--- src/hw/rtl/fwcu_pkg.sv ---
// Package with types, constants and helpers of the fixed-width code unpacker.
package fwcu_pkg;

  localparam int DATA_W          = 8;
  localparam int EW_W            = 4;
  localparam int SKIP_W          = 3;
  localparam int TABLE_DEPTH_DEF = 256;
  localparam int PADDR_W         = 3;
  localparam int PDATA_W         = 32;

  localparam logic [EW_W-1:0]   EW_RESET   = 4'd8;
  localparam logic [SKIP_W-1:0] SKIP_RESET = 3'd0;

  // Register indexes, taken from paddr[2].
  localparam logic REG_ELEMENT_WIDTH = 1'b0;
  localparam logic REG_SKIP_BITS     = 1'b1;

  typedef enum logic [1:0] {
    CMD_LOAD    = 2'd0,
    CMD_DATA    = 2'd1,
    CMD_RESTART = 2'd2
  } cmd_t;

  // Width 0 behaves as 1 and widths above 8 behave as 8.
  function automatic logic [EW_W-1:0] eff_width(input logic [EW_W-1:0] ew);
    logic [EW_W-1:0] w;
    begin
      w = ew;
      if (ew == 4'd0) begin
        w = 4'd1;
      end else if (ew > 4'd8) begin
        w = 4'd8;
      end
      return w;
    end
  endfunction

endpackage

--- src/hw/rtl/fixed_width_code_unpacker.sv ---
// Top level of the fixed-width code unpacker.
//
// Input items carry a command: load writes one code-to-symbol table entry,
// data hands over one packed byte, restart clears the bit accumulator and the
// skip count. Data bytes are walked one bit per cycle, MSB first, while the
// bit engine is not frozen by out_stall; the next item is taken on the edge
// of the eighth step, so a new byte can enter while the last bit is walked.
// A load waits until the engine is idle and no table read is outstanding.
// Each completed code with a valid entry reads the table read port once;
// the read is held one hit back so the final symbol of a byte can carry last.
// A symbol passes through the held hit, the read stage and the output stage.
// Element width and skip count are written over the APB-style port; pready is
// always high and reads return the register value.
// Synchronous reset clears the valid bits, the accumulator and out_valid;
// table contents are undefined until loaded. When out_stall is high the
// output holds, the read stage fills, and then the bit engine freezes.
module fixed_width_code_unpacker #(
  parameter int TABLE_DEPTH = fwcu_pkg::TABLE_DEPTH_DEF
) (
  input  logic                          clk,
  input  logic                          rst_n,
  input  logic                          in_valid,
  output logic                          in_stall,
  input  logic [1:0]                    in_command,
  input  logic [fwcu_pkg::DATA_W-1:0]   in_packed_byte,
  input  logic [fwcu_pkg::DATA_W-1:0]   in_entry_symbol,
  input  logic [fwcu_pkg::DATA_W-1:0]   in_entry_code,
  output logic                          out_valid,
  input  logic                          out_stall,
  output logic [fwcu_pkg::DATA_W-1:0]   out_symbol,
  output logic                          out_last,
  input  logic                          psel,
  input  logic                          penable,
  input  logic                          pwrite,
  input  logic [fwcu_pkg::PADDR_W-1:0]  paddr,
  input  logic [fwcu_pkg::PDATA_W-1:0]  pwdata,
  output logic [fwcu_pkg::PDATA_W-1:0]  prdata,
  output logic                          pready
);

  localparam int IDX_W = $clog2(TABLE_DEPTH);
  localparam logic [fwcu_pkg::DATA_W:0] DEPTH_LIM = (fwcu_pkg::DATA_W+1)'(TABLE_DEPTH);

  // Configuration registers.
  logic [fwcu_pkg::EW_W-1:0]   ew_r;
  logic [fwcu_pkg::SKIP_W-1:0] skip_r;
  logic                        cfg_wr;

  assign pready = 1'b1;
  assign cfg_wr = psel && penable && pwrite && pready;

  always_ff @(posedge clk) begin
    if (!rst_n) begin
      ew_r   <= fwcu_pkg::EW_RESET;
      skip_r <= fwcu_pkg::SKIP_RESET;
    end else if (cfg_wr) begin
      unique case (paddr[2])
        fwcu_pkg::REG_ELEMENT_WIDTH: ew_r   <= pwdata[fwcu_pkg::EW_W-1:0];
        fwcu_pkg::REG_SKIP_BITS:     skip_r <= pwdata[fwcu_pkg::SKIP_W-1:0];
        default: ;
      endcase
    end
  end

  always_comb begin
    unique case (paddr[2])
      fwcu_pkg::REG_ELEMENT_WIDTH:
        prdata = {{(fwcu_pkg::PDATA_W-fwcu_pkg::EW_W){1'b0}}, ew_r};
      fwcu_pkg::REG_SKIP_BITS:
        prdata = {{(fwcu_pkg::PDATA_W-fwcu_pkg::SKIP_W){1'b0}}, skip_r};
      default: prdata = '0;
    endcase
  end

  // Bit engine state.
  logic                        busy_r;
  logic [2:0]                  cnt_r;
  logic [fwcu_pkg::DATA_W-1:0] byte_r;
  logic [fwcu_pkg::DATA_W-1:0] acc_r;
  logic [3:0]                  held_r;
  logic [fwcu_pkg::SKIP_W-1:0] skipped_r;

  // Hit waiting for its table read, and the read and output stages.
  logic                        pend_valid_r;
  logic                        pend_done_r;
  logic [IDX_W-1:0]            pend_code_r;
  logic                        s1_valid_r;
  logic                        s1_last_r;
  logic [fwcu_pkg::DATA_W-1:0] rd_data_r;
  logic                        out_valid_r;
  logic                        out_last_r;
  logic [fwcu_pkg::DATA_W-1:0] out_symbol_r;

  logic [fwcu_pkg::DATA_W-1:0] mem_r [TABLE_DEPTH];
  logic [TABLE_DEPTH-1:0]      entry_valid_r;

  logic                        out_ready;
  logic                        go;
  logic                        step;
  logic                        final_step;
  logic                        accept;
  logic                        acc_load;
  logic                        acc_data;
  logic                        acc_restart;
  logic                        load_in_range;
  logic                        do_skip;
  logic [fwcu_pkg::DATA_W-1:0] acc_nxt;
  logic [3:0]                  held_nxt;
  logic                        code_done;
  logic                        step_hit;
  logic                        issue;

  assign out_ready  = !out_valid_r || !out_stall;
  assign go         = !s1_valid_r || out_ready;
  assign step       = busy_r && go;
  assign final_step = (cnt_r == 3'd7);

  // A data byte may follow on the edge of the previous byte's last step.
  always_comb begin
    in_stall = busy_r && !(final_step && go);
    if (in_command == fwcu_pkg::CMD_LOAD && (busy_r || pend_valid_r)) begin
      in_stall = 1'b1;
    end
  end

  assign accept      = in_valid && !in_stall;
  assign acc_load    = accept && (in_command == fwcu_pkg::CMD_LOAD);
  assign acc_data    = accept && (in_command == fwcu_pkg::CMD_DATA);
  assign acc_restart = accept && (in_command == fwcu_pkg::CMD_RESTART);
  assign load_in_range = ({1'b0, in_entry_code} < DEPTH_LIM);

  always_comb begin
    do_skip   = (skipped_r < skip_r);
    acc_nxt   = {acc_r[fwcu_pkg::DATA_W-2:0], byte_r[fwcu_pkg::DATA_W-1]};
    held_nxt  = held_r + 4'd1;
    code_done = !do_skip && (held_nxt >= fwcu_pkg::eff_width(ew_r));
    step_hit  = step && code_done && ({1'b0, acc_nxt} < DEPTH_LIM) &&
                entry_valid_r[acc_nxt[IDX_W-1:0]];
  end

  // The held hit goes to the table once the next hit arrives or its byte ends.
  assign issue = go && pend_valid_r && (step_hit || pend_done_r);

  always_ff @(posedge clk) begin
    if (!rst_n) begin
      busy_r <= 1'b0;
      cnt_r  <= '0;
    end else if (acc_data) begin
      busy_r <= 1'b1;
      cnt_r  <= '0;
    end else if (step) begin
      cnt_r <= cnt_r + 3'd1;
      if (final_step) begin
        busy_r <= 1'b0;
      end
    end
  end

  always_ff @(posedge clk) begin
    if (acc_data) begin
      byte_r <= in_packed_byte;
    end else if (step) begin
      byte_r <= {byte_r[fwcu_pkg::DATA_W-2:0], 1'b0};
    end
  end

  always_ff @(posedge clk) begin
    if (!rst_n || acc_restart) begin
      acc_r     <= '0;
      held_r    <= '0;
      skipped_r <= '0;
    end else if (step) begin
      if (do_skip) begin
        skipped_r <= skipped_r + 3'd1;
      end else if (code_done) begin
        acc_r  <= '0;
        held_r <= '0;
      end else begin
        acc_r  <= acc_nxt;
        held_r <= held_nxt;
      end
    end
  end

  always_ff @(posedge clk) begin
    if (!rst_n) begin
      pend_valid_r <= 1'b0;
      pend_done_r  <= 1'b0;
    end else if (go) begin
      if (step_hit) begin
        pend_valid_r <= 1'b1;
        pend_done_r  <= final_step;
      end else if (issue) begin
        pend_valid_r <= 1'b0;
      end else if (step && final_step && pend_valid_r) begin
        pend_done_r <= 1'b1;
      end
    end
  end

  always_ff @(posedge clk) begin
    if (go && step_hit) begin
      pend_code_r <= acc_nxt[IDX_W-1:0];
    end
  end

  // Table memory: one write port for loads, one read port for issued hits.
  always_ff @(posedge clk) begin
    if (acc_load && load_in_range) begin
      mem_r[in_entry_code[IDX_W-1:0]] <= in_entry_symbol;
    end
    if (issue) begin
      rd_data_r <= mem_r[pend_code_r];
    end
  end

  always_ff @(posedge clk) begin
    if (!rst_n) begin
      entry_valid_r <= '0;
    end else if (acc_load && load_in_range) begin
      entry_valid_r[in_entry_code[IDX_W-1:0]] <= 1'b1;
    end
  end

  always_ff @(posedge clk) begin
    if (!rst_n) begin
      s1_valid_r <= 1'b0;
      s1_last_r  <= 1'b0;
    end else if (go) begin
      s1_valid_r <= issue;
      s1_last_r  <= pend_done_r;
    end
  end

  always_ff @(posedge clk) begin
    if (!rst_n) begin
      out_valid_r <= 1'b0;
    end else if (out_ready) begin
      out_valid_r <= s1_valid_r;
    end
  end

  always_ff @(posedge clk) begin
    if (out_ready) begin
      out_symbol_r <= rd_data_r;
      out_last_r   <= s1_last_r;
    end
  end

  assign out_valid  = out_valid_r;
  assign out_symbol = out_symbol_r;
  assign out_last   = out_last_r;

endmodule

--- config.mk ---
export PLATFORM = sky130hd
export DESIGN_NAME = fixed_width_code_unpacker
export DESIGN_NICKNAME = d
export VERILOG_FILES = /design/src/hw/rtl/fwcu_pkg.sv /design/src/hw/rtl/fixed_width_code_unpacker.sv
export SDC_FILE = /design/constraint.sdc
export NUM_CORES = 2
export LEC_CHECK = 0
export ABC_AREA = 0
export BUFFER_PORTS_ARGS = -buffer_cell sky130_fd_sc_hd__buf_2
export CAP_MARGIN = 20
export CORE_UTILIZATION = 63
export DETAILED_ROUTE_END_ITERATION = 10
export GPL_TIMING_DRIVEN = 0
export PLACE_DENSITY = 0.84
export SYNTH_ARGS = -nofsm -noshare
export SYNTH_HDL_FRONTEND = slang
export SYNTH_SLANG_ARGS = --single-unit
export TNS_END_PERCENT = 5
--- constraint.sdc ---
create_clock -name clk -period 4.7 [get_ports clk]
set_clock_uncertainty 0.2 [all_clocks]
set_input_delay 0.94 -clock clk [delete_from_list [all_inputs] [get_ports clk]]
set_output_delay 0.94 -clock clk [all_outputs]
set_load 0.1 [all_outputs]
Word level (Yosys, flattened, before mapping). Memories as Yosys holds them, arrays and structs flattened. A register that Yosys moved wholly into a read port is not among the register bits. Cells that the tools add are included.

Bits of input ports: 68. Output and inout port bits: 44. RAM bits: 2048. Memories: 1. Word-level logic and storage cells: 102. Bits in registers: 311.

Memory list: mem_r (depth 256, bits a word 8, read ports 1, clocked after memory_dff 1, write ports 1, line fixed_width_code_unpacker.sv:94) `logic [fwcu_pkg::DATA_W-1:0] mem_r [TABLE_DEPTH];`.

Multiplexer cells: 22. Reductions and logical operators: 45. $add $sub $neg: 3. Bitwise gates (word level): 4. $lt $le $gt $ge: 6. Equality and inequality tests: 4.

Operators with widths (number): $or A256 B256 Y256 (1); $pmux W32 S2 (1); $logic_and A1 B1 Y1 (19); $lt A8 B9 Y1 const B (2); $mux W8 (2); $mux W1 (13); $mux W4 (3); $reduce_and A2 Y1 (6); $bmux W1 S8 (1); $demux W1 S8 (1); $ge A8 B1 Y1 const B (1); $reduce_bool A2 Y1 (4); $logic_not A1 Y1 (7); $mux W7 (1); $add A3 B1 Y3 const B (2); $logic_or A1 B1 Y1 (5); $add A4 B1 Y4 const B (1); $ge A4 B4 Y1 (1); $gt A4 B4 Y1 const B (1); $logic_not A4 Y1 (1); $eq A3 B3 Y1 const B (1); $lt A3 B3 Y1 (1); $not A1 Y1 (3); $reduce_and A3 Y1 (1); other kinds (5) (5).

Logic depth before layout (Yosys ltp).
Depth after elaboration: 12. Mapped depth: 11. Gate-level depth less buffers: 10.

Worst setup path before layout. No wires, ideal clock.

Path kind: register to register. Start: register byte_r[7] in the netlist's numbering. End: register rd_data_r[0] in the netlist's numbering, read port of mem_r, enable pin. Arrival: 3.078 ns. Clock period less this slack: 3.603 ns. Slack: 1.097 ns. Stages on the path, launching flop included: 12. Path buffers: 3. Setup time: 0.325 ns. Cells stage by stage: edfxtp_1 buf_4 buf_4 buf_2 mux2i_1 a221oi_1 o21ai_0 o2111a_1 o32ai_1 a211oi_1 nor3_1 o211a_1.

Word-level cells in the longest chain between the ends: 5.

RTL lines: start, declared (line fixed_width_code_unpacker.sv:78) `logic [fwcu_pkg::DATA_W-1:0] byte_r;`; start signal, assigned (line fixed_width_code_unpacker.sv:161) `byte_r <= in_packed_byte;`; start signal, assigned (line fixed_width_code_unpacker.sv:163) `byte_r <= {byte_r[fwcu_pkg::DATA_W-2:0], 1'b0};`; $bmux W1 S8 (line fixed_width_code_unpacker.sv:138) `entry_valid_r[acc_nxt[IDX_W-1:0]];`; $mux W1 (not written as such) (line fixed_width_code_unpacker.sv:138); $logic_and A1 B1 Y1 (line fixed_width_code_unpacker.sv:137) `step_hit = step && code_done && ({1'b0, acc_nxt} < DEPTH_LIM) &&`; $logic_or A1 B1 Y1 (line fixed_width_code_unpacker.sv:142) `assign issue = go && pend_valid_r && (step_hit || pend_done_r);`; $logic_and A1 B1 Y1 (line fixed_width_code_unpacker.sv:142); named net issue (line fixed_width_code_unpacker.sv:111) `logic issue;`; end, declared (line fixed_width_code_unpacker.sv:89) `logic [fwcu_pkg::DATA_W-1:0] rd_data_r;`.

The timed path passes the listed nets, and every way through them passes these cells. The select of a mux whose other input is x is not followed. A chain may end at the register's enable or synchronous reset.

==> impl_metrics.py <==
metrics = {
    "pwr": {
        "power.total_mw": 41.5,
        "leakagePower_nw": 31.8,
        "intPower_mw": 32.8,
        "netSwitchingFraction_pct": 20.9,
        "ir_drop_uv": 331,
        "p_switching_mw": 8.67,
        "clockPowerShare_pct": 43.0,
        "power.density_mw_per_mm2": 408,
        "p_comb_share_pct": 2.0,
        "seqPwrFrac_pct": 55.1,
    },
    "detailed_routing": {
        "drc": 0,
        "vias": 49061,
        "drt_iter0_drc": 8774,
        "via_per_inst": 7.39,
        "routedWlPerCell_um": 39.2,
        "first_pass_iters": 9,
        "wl_um": 260000,
        "ant_nets": 0,
    },
    "critical_path": {
        "critPathMaxFanout": 10,
        "path_class": "reg2reg",
        "crit_start": "pend_code_r[1]$_DFFE_PP_",
        "cp_data_required_time_ns": 5.13,
        "critPathLaunchType": "register",
        "critPathCaptureType": "register",
        "r2r_slack_ns": -0.14,
        "worstRegToRegCells": 7,
        "r2r_start": "pend_code_r[1]$_DFFE_PP_",
        "crit_arrival_ns": 5.27,
        "crit_end": "rd_data_r[7]$_DFFE_PP_",
        "r2r-end": "rd_data_r[7]$_DFFE_PP_",
    },
    "placement": {
        "place.gp.congestion": 0.969,
        "pre_cts_slack_ns": -0.934,
        "port_buffers": 51,
        "dpl_cell_area_mm2": 0.0942,
        "post-dp-hpwl_um": 160000,
    },
    "synthesis": {
        "synth_async_sr_flop_share_pct": 0,
        "synth_top_area_cell": "edfxtp_1",
        "ys_seq_area_share_pct": 75.1,
        "synth_cell_types": 50,
        "synth_top_cells_by_area": "edfxtp_1 69%, mux4_2 18%, dfxtp_1 6.3%",
        "synth_flop_cell": "edfxtp_1",
        "synthCells": 4182,
        "synth-seq-cells": 2367,
        "synth-edff-count": 2081,
        "synth_area_mm2": 0.0908,
        "yosysWarnings": 0,
        "synth_top_area_share_pct": 68.8,
        "synth_area_per_cell_um2": 21.7,
    },
    "global_routing": {
        "grt_overflow_total": 0,
        "grt_pass1_vias": 48655,
        "grt_max_degree": 154,
        "grt.total_usage_pct": 36.0,
        "grt_pass1_wl_um": 362000,
        "grt_antenna_before_repair": 25,
    },
    "timing": {
        "rsz0062_at_grt": "yes",
        "fin_setup_tns_ns": -1.43,
        "maxSlewHeadroom_pct": 8.68,
        "fmax_mhz": 207,
        "min_period_ns": 4.84,
        "final-setup-viol-count": 16,
        "layout_setup_ws_ns": -0.142,
        "slew_violations": 0,
        "hold_violations": 0,
        "worstMarginPinSlew_ns": 1.37,
        "fin_crit_sh_pct": 103,
        "worst_hold_slack_ns": 0.128,
    },
    "status": {
        "status": "finished, violations left",
        "violations": "setup timing",
    },
    "die": {
        "num_io_pins": 112,
        "std_cell_rows": 138,
        "coreArea_mm2": 0.142,
        "start_util_pct": 63.8,
        "fp.dieW_um": 382,
        "die_h_um": 382,
        "die_area_mm2": 0.146,
    },
    "clocking": {
        "clk_latency_ns": 0.91,
        "clock_path_buffers": 3,
        "clock-sinks": 2367,
        "cts_buffers": 219,
        "h-tree-depth": 4,
        "path_clk_slew_ns": 0.06,
        "root_buffer": "clkbuf_16",
        "cts_tree": "built",
        "holdBufCountCts": 0,
    },
    "hold_path": {
        "min_path_type": "in2reg",
        "min_path_cells": 3,
    },
    "layout": {
        "syn2layout_area_growth_pct": 12.0,
        "final_area_mm2": 0.102,
        "drive_gt1_share_pct": 27.5,
        "fin_nets": 4610,
        "layout_common_cells": "2081 x edfxtp_1, 737 x mux4_2, 286 x dfxtp_1",
        "fillerInstances": 7529,
        "layout_commonest_cell": "edfxtp_1",
    },
    "run": {
        "cap_violations": 0,
    },
}
==> Yosys cell counts, types with 3 or more instances <==
cell	number
o22ai_1	4
buf_4	34
a22oi_1	11
xor2_1	3
nand2b_1	7
buf_2	59
nor2b_1	18
a221oi_1	4
inv_1	6
edfxtp_1	2081
nor3_1	3
nor2_1	279
nand2_1	59
a21oi_1	21
nand3_1	28
o21a_1	258
buf_1	25
a22o_1	3
o21ai_0	5
a21o_1	5
dfxtp_1	286
mux4_2	737
o32ai_1	3
ha_1	10
mux2i_1	28
clkbuf_1	152
o2bb2ai_1	3
mux2_2	16
and3_1	3
==> power groups by stage <==
stage | sequential, mW | clock, mW | combinational, mW
2_1_floorplan | 23.3 | 0 | 0.270
3_3_place_gp | 23.4 | 0 | 0.673
3_5_place_dp | 23.3 | 0 | 0.755
4_1_cts | 22.9 | 17.7 | 0.766
5_1_grt | 22.8 | 18.5 | 0.807
6_report | 22.9 | 17.8 | 0.813
==> worst max-delay path: stages, from the launching register on <==
cell      delay [ns]
edfxtp_1        0.32
clkbuf_1        0.46
clkbuf_2        0.59
clkbuf_1        0.83
mux4_2          0.43
mux4_2          0.59
mux4_2          0.63
mux4_2          0.50
==> stage by stage <==
| step | utilization (%) | cells |
|---|---|---|
| floorplan | - | 4209 |
| global placement | 65.7 | 6150 |
| detailed placement | 66.2 | 6183 |
| CTS | 71.3 | 6599 |
| global route | 71.4 | 6617 |
| finish | 71.5 | 6636 |
==> flip-flops by register name, indices dropped and copies added (netlist names) <==
signal         cells
skip_r             3
pend_valid_r       1
mem_r           2048
entry_valid_r    256
out_last           1
out_symbol         8
pend_done_r        1
ew_r               4
byte_r             8
cnt_r              3
rd_data_r          8
s1_last_r          1
held_r             4
busy_r             1
acc_r              7
out_valid          1
s1_valid_r         1
skipped_r          3
pend_code_r        8
==> what timing repair did <==
action	CTS	global route
cloned	0	0
pin swaps	1	0
gates resized for setup	23	16
setup buffers	1	0
endpoints found under the setup margin	27	22
==> layer usage <==
metal  share of wire [%]  global-route usage (%)  vias up
li1                    -                       -    18107
met1                  31                    44.8    24892
met2                  46                    53.7     4885
met3                  16                    14.6     1159
met4                 7.4                    20.7       18
met5                0.18                    1.09        -
==> worst min-delay path by stage <==
stage                                 from                       end  slack, ns
floorplan           rd_data_r[0]$_DFFE_PP_   out_symbol[0]$_DFFE_PP_       0.20
global placement     acc_r[1]$_SDFFE_PP0P_  pend_code_r[2]$_DFFE_PP_       0.21
detailed placement   acc_r[1]$_SDFFE_PP0P_  pend_code_r[2]$_DFFE_PP_       0.21
CTS                              pwdata[3]      ew_r[3]$_SDFFE_PN1P_       0.09
global route                     pwdata[3]      ew_r[3]$_SDFFE_PN1P_       0.14
finish                           pwdata[3]      ew_r[3]$_SDFFE_PN1P_       0.13
==> logic make-up (layout without fill, tap and decap cells) <==
kind of cell,after synthesis,in the layout,synth area share (%)
XOR/XNOR,5,5,0.0482
buffers and inverters,280,797,1.39
AO/OA/AOI/OAI,330,330,2.69
AND/OR/NAND/NOR,407,407,1.84
adder cells (fa/ha/maj),10,10,0.138
multiplexers,781,781,18.8
flip-flops,2367,2367,75.1
other,2,49,0.00827
==> cell type report <==
class / instances / area [µm²] / share of cell area [%]
Buffer: 272 / 1270 / 1.25
Timing Repair Buffer: 102 / 1160 / 1.14
Clock buffer: 316 / 6170 / 6.07
Antenna cell: 20 / 50.0 / 0.0492
Multi-Input combinational cell: 1562 / 21500 / 21.1
Sequential cell: 2367 / 68200 / 67.1
Inverter: 8 / 33.8 / 0.0332
Tap cell: 1890 / 2360 / 2.33
Clock inverter: 99 / 951 / 0.935
No activity file was read; power rests on OpenSTA's default activity.
